$ cat config.mk
export PLATFORM = sky130hd
export DESIGN_NAME = deflate_fixed_huffman_symbol_encoder_core_flat
export DESIGN_NICKNAME = d
export VERILOG_FILES = /design/src/rtl/core/dfh_pkg.sv /design/src/rtl/core/dfh_sym_if.sv /design/src/rtl/core/dfh_enc_if.sv /design/src/rtl/core/dfh_huff_code.sv /design/src/rtl/core/deflate_fixed_huffman_symbol_encoder_core.sv /design/src/flat_wrapper.sv
export SDC_FILE = /design/constraint.sdc
export NUM_CORES = 1
export LEC_CHECK = 0
export ABC_AREA = 1
export BUFFER_PORTS_ARGS = -buffer_cell sky130_fd_sc_hd__buf_2
export CAP_MARGIN = 20
export CORE_UTILIZATION = 50
export CTS_CLUSTER_DIAMETER = 150
export DETAILED_ROUTE_END_ITERATION = 10
export HOLD_SLACK_MARGIN = 0.02
export MAX_ROUTING_LAYER = met4
export PLACE_DENSITY = 0.84
export SYNTH_ARGS = -nofsm -noshare
export SYNTH_HDL_FRONTEND = slang
export SYNTH_SLANG_ARGS = --single-unit
$ cat constraint.sdc
create_clock -name clk -period 3.2 [get_ports clk]
set_input_delay 0.32 -clock clk [delete_from_list [all_inputs] [get_ports clk]]
set_output_delay 0.32 -clock clk [all_outputs]
set_load 0.005 [all_outputs]
$ cat src/rtl/core/dfh_pkg.sv
// dfh_pkg: shared types, constants and bit helpers for the fixed-Huffman
// symbol encoder. No dependencies; used by the interfaces and all modules.
`timescale 1ns / 1ps
`default_nettype none

package dfh_pkg;

  localparam logic [8:0]  LIT_MAX_SYM = 9'd285;
  localparam logic [7:0]  LEN_MAX_VAL = 8'd255;
  localparam logic [15:0] DIST_MAX    = 16'd32768;
  localparam logic [8:0]  LEN_CODE_BASE = 9'd257;
  localparam logic [8:0]  LEN_CODE_MAX  = 9'd285;
  localparam logic [2:0]  DIST_CODE_LEN = 3'd5;

  typedef struct packed {
    logic [8:0]  lit_or_len;
    logic [15:0] dist_req;
  } sym_t;

  typedef struct packed {
    logic [8:0]  lit_code;
    logic [3:0]  lit_code_len;
    logic [4:0]  len_extra;
    logic [2:0]  len_extra_len;
    logic [4:0]  dist_code;
    logic [2:0]  dist_code_len;
    logic [12:0] dist_extra;
    logic [3:0]  dist_extra_len;
    logic [4:0]  total_bits;
  } enc_t;

  // index of the highest set bit, 0 for a zero word
  function automatic logic [3:0] top_bit15(input logic [14:0] v);
    logic [3:0] b;
    b = 4'd0;
    for (int i = 0; i < 15; i++) begin
      if (v[i]) begin
        b = 4'(i);
      end
    end
    return b;
  endfunction

  function automatic logic [8:0] rev9(input logic [8:0] v);
    logic [8:0] r;
    for (int i = 0; i < 9; i++) begin
      r[i] = v[8 - i];
    end
    return r;
  endfunction

  function automatic logic [4:0] rev5(input logic [4:0] v);
    logic [4:0] r;
    for (int i = 0; i < 5; i++) begin
      r[i] = v[4 - i];
    end
    return r;
  endfunction

endpackage

`default_nettype wire

$ cat src/rtl/core/dfh_sym_if.sv
// dfh_sym_if: valid/ready channel carrying one input symbol transaction.
// Depends on dfh_pkg for the payload type.
`timescale 1ns / 1ps
`default_nettype none

interface dfh_sym_if;
  logic          valid;
  logic          ready;
  dfh_pkg::sym_t data;

  modport source (output valid, output data, input ready);
  modport sink   (input valid, input data, output ready);
endinterface

`default_nettype wire

$ cat src/rtl/core/dfh_enc_if.sv
// dfh_enc_if: valid/ready channel carrying one encoded symbol transaction.
// Depends on dfh_pkg for the payload type.
`timescale 1ns / 1ps
`default_nettype none

interface dfh_enc_if;
  logic          valid;
  logic          ready;
  dfh_pkg::enc_t data;

  modport source (output valid, output data, input ready);
  modport sink   (input valid, input data, output ready);
endinterface

`default_nettype wire

$ cat src/rtl/core/dfh_huff_code.sv
// dfh_huff_code: fixed literal/length Huffman code lookup, bit-reversed.
// Depends on dfh_pkg (rev9).
`timescale 1ns / 1ps
`default_nettype none

module dfh_huff_code (
  input  wire logic [8:0] code,
  output logic      [8:0] lit_code,
  output logic      [3:0] lit_code_len
);

  logic [8:0] canon;

  always_comb begin
    priority if (code < 9'd144) begin
      lit_code_len = 4'd8;
      canon        = 9'h030 + code;
    end else if (code < 9'd256) begin
      lit_code_len = 4'd9;
      canon        = 9'h190 + (code - 9'd144);
    end else if (code < 9'd280) begin
      lit_code_len = 4'd7;
      canon        = code - 9'd256;
    end else begin
      lit_code_len = 4'd8;
      canon        = 9'h0C0 + (code - 9'd280);
    end
  end

  // reverse as 9 bits, then drop the unused low bits of shorter codes
  assign lit_code = dfh_pkg::rev9(canon) >> (4'd9 - lit_code_len);

endmodule

`default_nettype wire

$ cat src/rtl/core/deflate_fixed_huffman_symbol_encoder_core.sv
// deflate_fixed_huffman_symbol_encoder_core: three-stage pipelined encoder.
// Depends on dfh_pkg, dfh_sym_if, dfh_enc_if and dfh_huff_code.
`timescale 1ns / 1ps
`default_nettype none

// Usage
//   symbols : sink channel, one transaction per symbol. dist_req == 0 means
//             lit_or_len is a literal / end-of-block symbol, else it is a
//             match length minus three with distance dist_req.
//   codes   : source channel, one transaction per symbol with the
//             bit-reversed fixed Huffman code, extra bits, widths and the
//             total bit count.
// Pipeline: three register stages (saturate + highest-bit search,
//   code/extra-bit mapping, Huffman lookup and bit reversal into the
//   output register) lie between an accepted symbol and the output
//   register from which its code can be taken.
// Throughput: 1 symbol per cycle while the pipe is not stalled; stage 1 holds
//   both highest-bit searches, stage 2 the code mapping with its extra-bit
//   shifts, stage 3 the Huffman range lookup.
// Reset: synchronous rst clears every stage valid; the pipe comes up empty
//   and symbols.ready is high.
// Stall: when codes.ready is low with a result waiting, the whole pipe
//   holds (symbols.ready drops); nothing is lost or repeated, and the pipe
//   resumes the same cycle codes.ready returns.

module deflate_fixed_huffman_symbol_encoder_core (
  input wire logic clk,
  input wire logic rst,
  dfh_sym_if.sink   symbols,
  dfh_enc_if.source codes
);

  // global advance: output register empty or being taken
  logic advance;

  // ---------------- stage 1: saturate, find top bits ----------------
  logic        s1_valid;
  logic        s1_lit;
  logic [8:0]  s1_sym;     // saturated literal symbol
  logic [7:0]  s1_len;     // saturated length value
  logic [2:0]  s1_len_top;
  logic [14:0] s1_dv;      // distance minus one
  logic [3:0]  s1_dv_top;

  logic [15:0] d_sat;
  logic [14:0] dv_c;
  logic [7:0]  len_c;
  logic [3:0]  len_top_w;

  always_comb begin
    d_sat     = (symbols.data.dist_req > dfh_pkg::DIST_MAX) ? dfh_pkg::DIST_MAX
                                                           : symbols.data.dist_req;
    dv_c      = 15'(d_sat - 16'd1);
    len_c     = (symbols.data.lit_or_len > 9'(dfh_pkg::LEN_MAX_VAL))
                ? dfh_pkg::LEN_MAX_VAL : symbols.data.lit_or_len[7:0];
    len_top_w = dfh_pkg::top_bit15({7'd0, len_c});
  end

  always_ff @(posedge clk) begin
    if (rst) begin
      s1_valid <= 1'b0;
    end else if (advance) begin
      s1_valid <= symbols.valid;
    end
  end

  always_ff @(posedge clk) begin
    if (advance) begin
      s1_lit     <= (symbols.data.dist_req == 16'd0);
      s1_sym     <= (symbols.data.lit_or_len > dfh_pkg::LIT_MAX_SYM)
                    ? dfh_pkg::LIT_MAX_SYM : symbols.data.lit_or_len;
      s1_len     <= len_c;
      s1_len_top <= len_top_w[2:0];
      s1_dv      <= dv_c;
      s1_dv_top  <= dfh_pkg::top_bit15(dv_c);
    end
  end

  // ---------------- stage 2: code numbers and extra bits ----------------
  logic        s2_valid;
  logic [8:0]  s2_code;
  logic [4:0]  s2_lx;
  logic [2:0]  s2_lxl;
  logic [4:0]  s2_dcode;
  logic [2:0]  s2_dcl;
  logic [12:0] s2_dx;
  logic [3:0]  s2_dxl;

  logic [8:0]  code_c;
  logic [4:0]  lx_c;
  logic [2:0]  lxl_c;
  logic [4:0]  dcode_c;
  logic [2:0]  dcl_c;
  logic [12:0] dx_c;
  logic [3:0]  dxl_c;
  logic [7:0]  len_sh;
  logic [14:0] dv_sh;

  always_comb begin
    lxl_c   = 3'd0;
    lx_c    = 5'd0;
    dxl_c   = 4'd0;
    dx_c    = 13'd0;
    dcode_c = 5'd0;
    dcl_c   = 3'd0;
    len_sh  = 8'd0;
    dv_sh   = 15'd0;
    if (s1_lit) begin
      code_c = s1_sym;
    end else begin
      // length symbol
      priority if (s1_len == dfh_pkg::LEN_MAX_VAL) begin
        code_c = dfh_pkg::LEN_CODE_MAX;
      end else if (s1_len < 8'd8) begin
        code_c = dfh_pkg::LEN_CODE_BASE + {1'b0, s1_len};
      end else begin
        lxl_c  = s1_len_top - 3'd2;
        len_sh = s1_len >> lxl_c;
        code_c = dfh_pkg::LEN_CODE_BASE + {4'd0, s1_len_top - 3'd1, len_sh[1:0]};
        lx_c   = 5'(s1_len & ((8'd1 << lxl_c) - 8'd1));
      end
      // distance symbol: two codes per power of two from four up
      if (s1_dv < 15'd4) begin
        dcode_c = 5'(s1_dv);
      end else begin
        dxl_c   = s1_dv_top - 4'd1;
        dv_sh   = s1_dv >> dxl_c;
        dcode_c = {s1_dv_top, dv_sh[0]};
        dx_c    = 13'(s1_dv & ((15'd1 << dxl_c) - 15'd1));
      end
      dcl_c = dfh_pkg::DIST_CODE_LEN;
    end
  end

  always_ff @(posedge clk) begin
    if (rst) begin
      s2_valid <= 1'b0;
    end else if (advance) begin
      s2_valid <= s1_valid;
    end
  end

  always_ff @(posedge clk) begin
    if (advance) begin
      s2_code  <= code_c;
      s2_lx    <= lx_c;
      s2_lxl   <= lxl_c;
      s2_dcode <= dcode_c;
      s2_dcl   <= dcl_c;
      s2_dx    <= dx_c;
      s2_dxl   <= dxl_c;
    end
  end

  // ---------------- stage 3: Huffman lookup into output register ----------
  logic       s3_valid;
  logic [8:0] lit_code_c;
  logic [3:0] clen_c;

  dfh_huff_code u_huff (
    .code         (s2_code),
    .lit_code     (lit_code_c),
    .lit_code_len (clen_c)
  );

  always_ff @(posedge clk) begin
    if (rst) begin
      s3_valid <= 1'b0;
    end else if (advance) begin
      s3_valid <= s2_valid;
    end
  end

  always_ff @(posedge clk) begin
    if (advance) begin
      codes.data.lit_code       <= lit_code_c;
      codes.data.lit_code_len   <= clen_c;
      codes.data.len_extra      <= s2_lx;
      codes.data.len_extra_len  <= s2_lxl;
      codes.data.dist_code      <= dfh_pkg::rev5(s2_dcode);
      codes.data.dist_code_len  <= s2_dcl;
      codes.data.dist_extra     <= s2_dx;
      codes.data.dist_extra_len <= s2_dxl;
      codes.data.total_bits     <= {1'b0, clen_c} + {2'd0, s2_lxl}
                                   + {2'd0, s2_dcl} + {1'b0, s2_dxl};
    end
  end

  assign advance       = !s3_valid || codes.ready;
  assign symbols.ready = advance;
  assign codes.valid   = s3_valid;

endmodule

`default_nettype wire
$ cat src/flat_wrapper.sv
// flat-port wrapper written by rule: the top's interface ports become plain ports
module deflate_fixed_huffman_symbol_encoder_core_flat 
  (clk, rst, symbols_valid, symbols_data, symbols_ready, codes_valid, codes_data, codes_ready);
  dfh_sym_if symbols_i ();
  dfh_enc_if codes_i ();
  input wire logic clk;
  input wire logic rst;
  input wire logic [$bits(symbols_i.valid)-1:0] symbols_valid;
  input wire logic [$bits(symbols_i.data)-1:0] symbols_data;
  output wire logic [$bits(symbols_i.ready)-1:0] symbols_ready;
  output wire logic [$bits(codes_i.valid)-1:0] codes_valid;
  output wire logic [$bits(codes_i.data)-1:0] codes_data;
  input wire logic [$bits(codes_i.ready)-1:0] codes_ready;
  assign symbols_i.valid = symbols_valid;
  assign symbols_i.data = symbols_data;
  assign symbols_ready = symbols_i.ready;
  assign codes_valid = codes_i.valid;
  assign codes_data = codes_i.data;
  assign codes_i.ready = codes_ready;
  deflate_fixed_huffman_symbol_encoder_core u_core (.clk(clk), .rst(rst), .symbols(symbols_i), .codes(codes_i));
endmodule
==> results of run 1 <==
-- stage by stage --
step,hold slack (ns),total power [W]
final,0.104,0.00558
after global placement,0.401,0.00349
after floorplan,0.389,0.00314
after CTS,0.0925,0.00555
after detailed placement,0.405,0.00355
after global routing,0.108,0.00585
-- final cells by class --
cell class	count	area (sq um)
Sequential cell	131	3900
Clock buffer	17	425
Multi-Input combinational cell	410	2370
Fill cell	999	4840
Clock inverter	14	188
Timing Repair Buffer	93	536
Inverter	92	349
Tap cell	172	215
-- timing repair --
item	in CTS	in global routing
resized for setup	0	4
hold buffers	0	0
endpoints found under the setup margin	0	3
-- layer usage --
layer  wire length (microns)  part of all wire, %  up-vias  track usage, %
met5                       0                    0        -               -
met4                     241                  1.9        0            8.04
met3                     636                  5.1       21            4.09
met2                    6010                   49      169            31.3
met1                    5480                   44     2140            24.3
li1                        -                    -     2405               -
-- how the worst max path moves through the flow --
stage                                 to  slack (ns)  cells past startpoint
finish              u_core.codes.data[4]        0.13                     13
CTS                 u_core.codes.data[4]        0.05                     12
global route        u_core.codes.data[4]       -0.06                     13
floorplan           u_core.codes.data[3]       -0.01                     10
global placement    u_core.codes.data[3]        0.16                     10
detailed placement  u_core.codes.data[3]        0.04                     10
-- synthesized netlist by cell type, types with 2 or more instances --
master and number:
a211oi_1 4, a21oi_1 20, a31oi_1 2, and3_1 2, buf_4 5, clkbuf_1 7, dfxtp_1 3, edfxtp_1 128
fa_1 6, ha_1 23, inv_1 89, inv_2 3, mux2i_1 2, nand2_1 111, nand2_2 3, nand3_1 29
nand4_1 7, nor2_1 72, nor2_2 5, nor2_4 2, nor3_1 19, nor3b_1 3, nor4_1 3, o211ai_1 8
o21ai_0 43, o22ai_1 2, o31ai_1 3, or2_2 3, xnor2_1 11, xor2_1 11
-- power groups by stage --
stage / Clock (W) / Combinational [W] / Sequential [W]
5_1_grt: 0.00207 / 0.00134 / 0.00245
3_3_place_gp: 0 / 0.00106 / 0.00244
2_1_floorplan: 0 / 0.000697 / 0.00244
4_1_cts: 0.00200 / 0.00113 / 0.00242
3_5_place_dp: 0 / 0.00110 / 0.00245
6_report: 0.00198 / 0.00118 / 0.00242
-- registers in the layout, summed over array words and instances (netlist names), 3 cells and up --
name and count:
u_core.s2_dx 13, u_core.s1_sym 9, u_core.s2_lx 5, u_core.s1_dv 15, u_core.s2_dxl 4, u_core.s1_len 8
u_core.s2_lxl 3, u_core.s1_len_top 3, u_core.s2_dcode 5, u_core.s2_code 9, u_core.codes.data 48, u_core.s1_dv_top 4
-- logic make-up after synthesis --
family	count (synthesis)
muxes	3
AOI/OAI and AO/OA	90
other	1
buffers and inverters	106
DFF	131
adders and majority gates	29
xor gates and xnor gates	23
and+or+nand+nor	264
==> qor.yml, run 1 <==
clock_network:
  root_buffer: "clkbuf_16"
  clock_latency_ns: 0.41
  clk_pin_slew_ns: 0.06
  clk_path_buf_depth: 2
  cts_tree: "done"
  cts-buffers-inserted: 17
  cts.sinks: 131
  cts_max_level: 4
  cts_setup_buffers: 0
logic_synthesis:
  ys.flop_type: "edfxtp_1"
  postSynthAreaPerCell_sq_um: 10.3
  synthSimpleGateAreaFrac_pct: 17.5
  synth_xor_area_share_pct: 3.14
  synth_warnings: 0
  synth_largest_area_cell: "edfxtp_1"
  yosysSeqAreaShare_pct: 58.6
  syn-num-nets: 705
  synthMuxAreaShare_pct: 0.470
  synth_edf_count: 128
  syn_area_sq_mm: 0.00666
  synthTopCellsByArea: "edfxtp_1 (58%), nand2_1 (6.3%), inv_1 (5.0%)"
  synth_top_family_by_area: "simple AND/OR/NAND/NOR gates"
  yosys.area.top_type_share_pct: 57.7
  async_flop_share_pct: 0
  synthAdderAreaFrac_pct: 6.12
  synth_seq_cells: 131
  netlist_instances: 647
  synth_compound_area_share_pct: 7.76
  synth.distinct_cells: 48
power:
  p_sw_share_pct: 26.6
  power.switching_w: 0.00149
  vdd_drop_max_v: 0.000498
  intPower_w: 0.00410
  seqPwrFrac_pct: 43.3
  p_leak_nw: 3.55
  pwr-share-clk_pct: 35.5
  power.density_mw_per_mm2: 699
  combPwrFrac_pct: 21.2
setup_path:
  r2r_end: "u_core.codes.data[4]"
  critPathKind: "register to register"
  r2r_cells: 13
  worstSetupStartpointType: "register"
  worstPathRequired_ns: 3.36
  cpLargestDelayFamily: "adder cells"
  max_stage_delay_ns: 0.66
  critPathSlowestCell: "fa_1"
  r2r_start: "u_core.s2_code[3]"
  crit_start: "u_core.s2_code[3]"
  cp_common_cell: "inv_1"
  worstPathArrival_ns: 3.23
  worstPathCellList: "ha_1 > nor2_1 > inv_1 > o31ai_4 > nand2_2 > nor2_4 > buf_4 > inv_1 > fa_1 > ha_4 > a21oi_1 > nand2_1 > xor2_1"
  rrSetupSlack_ns: 0.13
  crit_fanout: 8
  end_kind: "register"
  critPathBufInv: 3
sta:
  fin_skew_ns: 0.00385
  hold_viol: 0
  setup_ws_ns: 0.134
  report.final.slew_viol_count: 0
  fin_setup_tns_ns: 0
  max_freq_ghz: 0.326
  fin_crit_ns: 3.07
  worst_pin_slew_ns: 0.623
  post-route-period-util_pct: 95.8
  setup_viol: 0
  slew_headroom_pct: 58.4
route:
  drc_errors: 0
  routedWlPerCell_microns: 13.3
  vias_per_cell: 5.10
  route.vias.total: 4735
  ant_nets: 0
  dr.pass1.iters: 5
  drtIter0Drc: 396
  drt_wl_total_microns: 12400
cells_and_area:
  diodes: 0
  final_cell_mix: "edfxtp_1 (128), nand2_1 (110), inv_1 (88), buf_2 (80), nor2_1 (72)"
  area_growth_pct: 19.9
  final_common_cell: "edfxtp_1"
  finalInstanceArea_sq_mm: 0.00799
  postLayoutCoreUtil_pct: 62.3
  final_nets: 803
  layout.cells.non_filler: 929
  drive_above_1_share_pct: 19.9
status:
  status: "finished, final reports clean"
global_route:
  grt_pass1_vias: 4430
  grt.total_usage_pct: 19.6
  grt-ovfl-total: 0
  grt_pass1_wl_microns: 20800
  antenna_found_initial: 0
  grt_max_degree: 40
floorplanning:
  die-height_microns: 117
  dieArea_sq_mm: 0.0138
  ios: 82
  rows: 41
  floorplan.initialDensity_pct: 51.9
  die_x_microns: 117
  core_area_sq_mm: 0.0128
min_path:
  hp-class: "input port to register"
  whs_endpoint: "u_core.codes.valid"
  whs_path_depth: 2
  holdCritStartpoint: "rst"
place:
  dp_slack_ns: 0.0437
  hpwl_microns: 8800
  portBuffers: 80
  gp_congestion: 0.909
  post-place-cells: 898
  placed_area_sq_mm: 0.00736
run:
  maxCapViolCount: 0
No activity file was read; power rests on OpenSTA's default activity.
==> inputs of run 2 (changes only) <==
--- a/config.mk
+++ b/config.mk
@@ -8,4 +8,4 @@
 export ABC_AREA = 1
-export BUFFER_PORTS_ARGS = -buffer_cell sky130_fd_sc_hd__buf_2
 export CAP_MARGIN = 20
+export CORE_MARGIN = 4
 export CORE_UTILIZATION = 50
@@ -13,5 +13,6 @@
 export DETAILED_ROUTE_END_ITERATION = 10
+export DONT_BUFFER_PORTS = 1
 export HOLD_SLACK_MARGIN = 0.02
 export MAX_ROUTING_LAYER = met4
-export PLACE_DENSITY = 0.84
+export PLACE_DENSITY = 0.79
 export SYNTH_ARGS = -nofsm -noshare
--- a/constraint.sdc
+++ b/constraint.sdc
@@ -3,2 +3,2 @@
 set_output_delay 0.32 -clock clk [all_outputs]
-set_load 0.005 [all_outputs]
+set_load 0.02 [all_outputs]
==> run 2 against run 1 <==
  * Global-route usage is 1.8 points lower
  * Via count decreased by 3.5%
  * Flip-flop and latch count stayed put
==> qor.yml, run 2 (synthesis gave the netlist of run 1 again) <==
cells_and_area:
  diodes: 0
  area_growth_pct: 12.5
  layout.cells.non_filler: 855
  fillerInstances: 1009
  final_nets: 729
  largest_reg_flops: 48
  final_cell_mix: "edfxtp_1 (128), nand2_1 (110), inv_1 (87), nor2_1 (70), o21ai_0 (43)"
  final_common_cell: "edfxtp_1"
  drive_above_1_share_pct: 10.8
  largestRegisters: "u_core.codes.data: 48 flops, u_core.s1_dv: 15 flops, u_core.s2_dx: 13 flops"
  finalInstanceArea_sq_mm: 0.00750
  top_register: "u_core.codes.data"
setup_path:
  r2r_cells: 13
  worstPathRequired_ns: 3.36
  end_kind: "register"
  worstPathArrival_ns: 3.24
  critPathSlowestCell: "fa_2"
  crit_start: "u_core.s2_code[4]"
  r2r_start: "u_core.s2_code[4]"
  worstPathCellList: "buf_4 > buf_4 > nor3_1 > o21bai_1 > nand2_2 > nor2_4 > buf_4 > fa_1 > fa_2 > ha_1 > nand3_1 > nand2_1 > xor2_1"
  worstSetupStartpointType: "register"
  critPathKind: "register to register"
  r2r_end: "u_core.codes.data[4]"
  cp_common_cell: "buf_4"
  rrSetupSlack_ns: 0.12
  crit_fanout: 5
  max_stage_delay_ns: 0.59
  cp-endpoint: "u_core.codes.data[4]"
sta:
  worst_pin_slew_ns: 0.784
  setup_viol: 0
  rsz0062_at_grt: "false"
  max_freq_ghz: 0.324
  fin_crit_ns: 3.08
  slew_headroom_pct: 47.6
  post-route-period-util_pct: 96.3
  report.final.slew_viol_count: 0
  hold_viol: 0
  fin_skew_ns: 0.00962
  hold_ws_ns: 0.0593
floorplanning:
  dieArea_sq_mm: 0.0152
  floorplan.initialDensity_pct: 51.9
  die-height_microns: 123
  core_area_sq_mm: 0.0128
  rows: 41
  ios: 82
  die_x_microns: 123
route:
  routedWlPerCell_microns: 14.6
  dr.pass1.iters: 6
  ant_nets: 0
  drtIter0Drc: 316
  drc_errors: 0
  drt_wl_total_microns: 12500
  route.vias.total: 4571
  vias_per_cell: 5.35
power:
  combPwrFrac_pct: 18.1
  p_leak_nw: 3.19
  vdd_drop_max_v: 0.000447
  p_sw_share_pct: 30.6
  power.switching_w: 0.00161
  intPower_w: 0.00366
  pwr-share-clk_pct: 31.1
  power.density_mw_per_mm2: 702
  seqPwrFrac_pct: 50.8
global_route:
  top_usage_layer: "met2"
  grt_max_degree: 65
  grt-ovfl-total: 0
  grt.total_usage_pct: 17.8
  grt_pass1_vias: 4356
  use_met1_pct: 22.1
  met2_usage_pct: 28.0
  grt_use_met3_pct: 4.67
  grt_pass1_wl_microns: 20500
  antenna_found_initial: 0
clock_network:
  root_buffer: "clkbuf_16"
  cts_tree: "done"
  clk_path_buf_depth: 2
  clock_latency_ns: 0.41
  cts-buffers-inserted: 17
  cts_max_level: 4
  cts.sinks: 131
  clk_pin_slew_ns: 0.06
place:
  placed_area_sq_mm: 0.00693
  hpwl_microns: 9250
  gp_congestion: 1.02
  portBuffers: 0
  post-place-cells: 817
min_path:
  hp-class: "input port to register"
run:
  maxCapViolCount: 0
status:
  status: "finished, final reports clean"
run 2: power by group through the flow:
| stage | combinational, W | sequential, W | clock, W |
|---|---|---|---|
| after floorplan | 0.000703 | 0.00264 | 0 |
| after global placement | 0.000846 | 0.00270 | 0 |
| after detailed placement | 0.000905 | 0.00272 | 0 |
| after CTS | 0.000921 | 0.00268 | 0.00166 |
| after global routing | 0.00108 | 0.00271 | 0.00175 |
| final | 0.000954 | 0.00267 | 0.00164 |
run 2: per-stage QoR:
stage	setup WS [ns]	util, %	setup TNS (ns)	total power, W
5_1_grt	0.0125	58.5	0	0.00554
3_3_place_gp	0.146	54.0	0	0.00355
6_report	0.117	58.5	0	0.00527
2_1_floorplan	0.0162	-	0	0.00335
3_5_place_dp	-0.0256	54.0	-0.0256	0.00362
4_1_cts	0.0555	58.1	0	0.00527
run 2: final cells by class:
cell class	instances	area [sq um]	share of cell area [%]
repair buffers	19	160	2.14
inverters	92	349	4.66
clock buffers	19	433	5.77
well taps	172	215	2.87
clock inverters	12	68.8	0.918
multi-input cells	410	2370	31.6
flip-flops and latches	131	3900	52.1
run 2: worst min path at each step:
stage                        startpoint                 end  cells past startpoint
after floorplan                     rst  u_core.codes.valid                      1
after global placement              rst  u_core.codes.valid                      1
after detailed placement            rst     u_core.s1_valid                      1
after CTS                 symbols_valid     u_core.s1_valid                      2
after global routing      symbols_valid     u_core.s1_valid                      2
final                     symbols_valid     u_core.s1_valid                      2
run 2: layer usage:
layer / routed length [microns] / vias up
met4: 261 / 0
met1: 5550 / 2107
met3: 757 / 20
met5: 0 / -
li1: - / 2253
met2: 5910 / 191
run 2: worst max-delay path: cells and delay by family, from the launching register on:
kind,cells,cell delay [ns]
and+or+nand+nor,5,0.48
buffers and inverters,3,0.43
DFF,1,0.39
xor gates and xnor gates,1,0.14
adders and majority gates,3,1.27
AOI/OAI and AO/OA,1,0.12
run 2: repair_timing:
action                                 CTS  global route
setup buffers                            1             4
hold buffers                             2             0
gates resized for setup                  0             5
setup endpoints to repair                2             3
pin swaps                                1             4
endpoints found under the hold margin    4             0
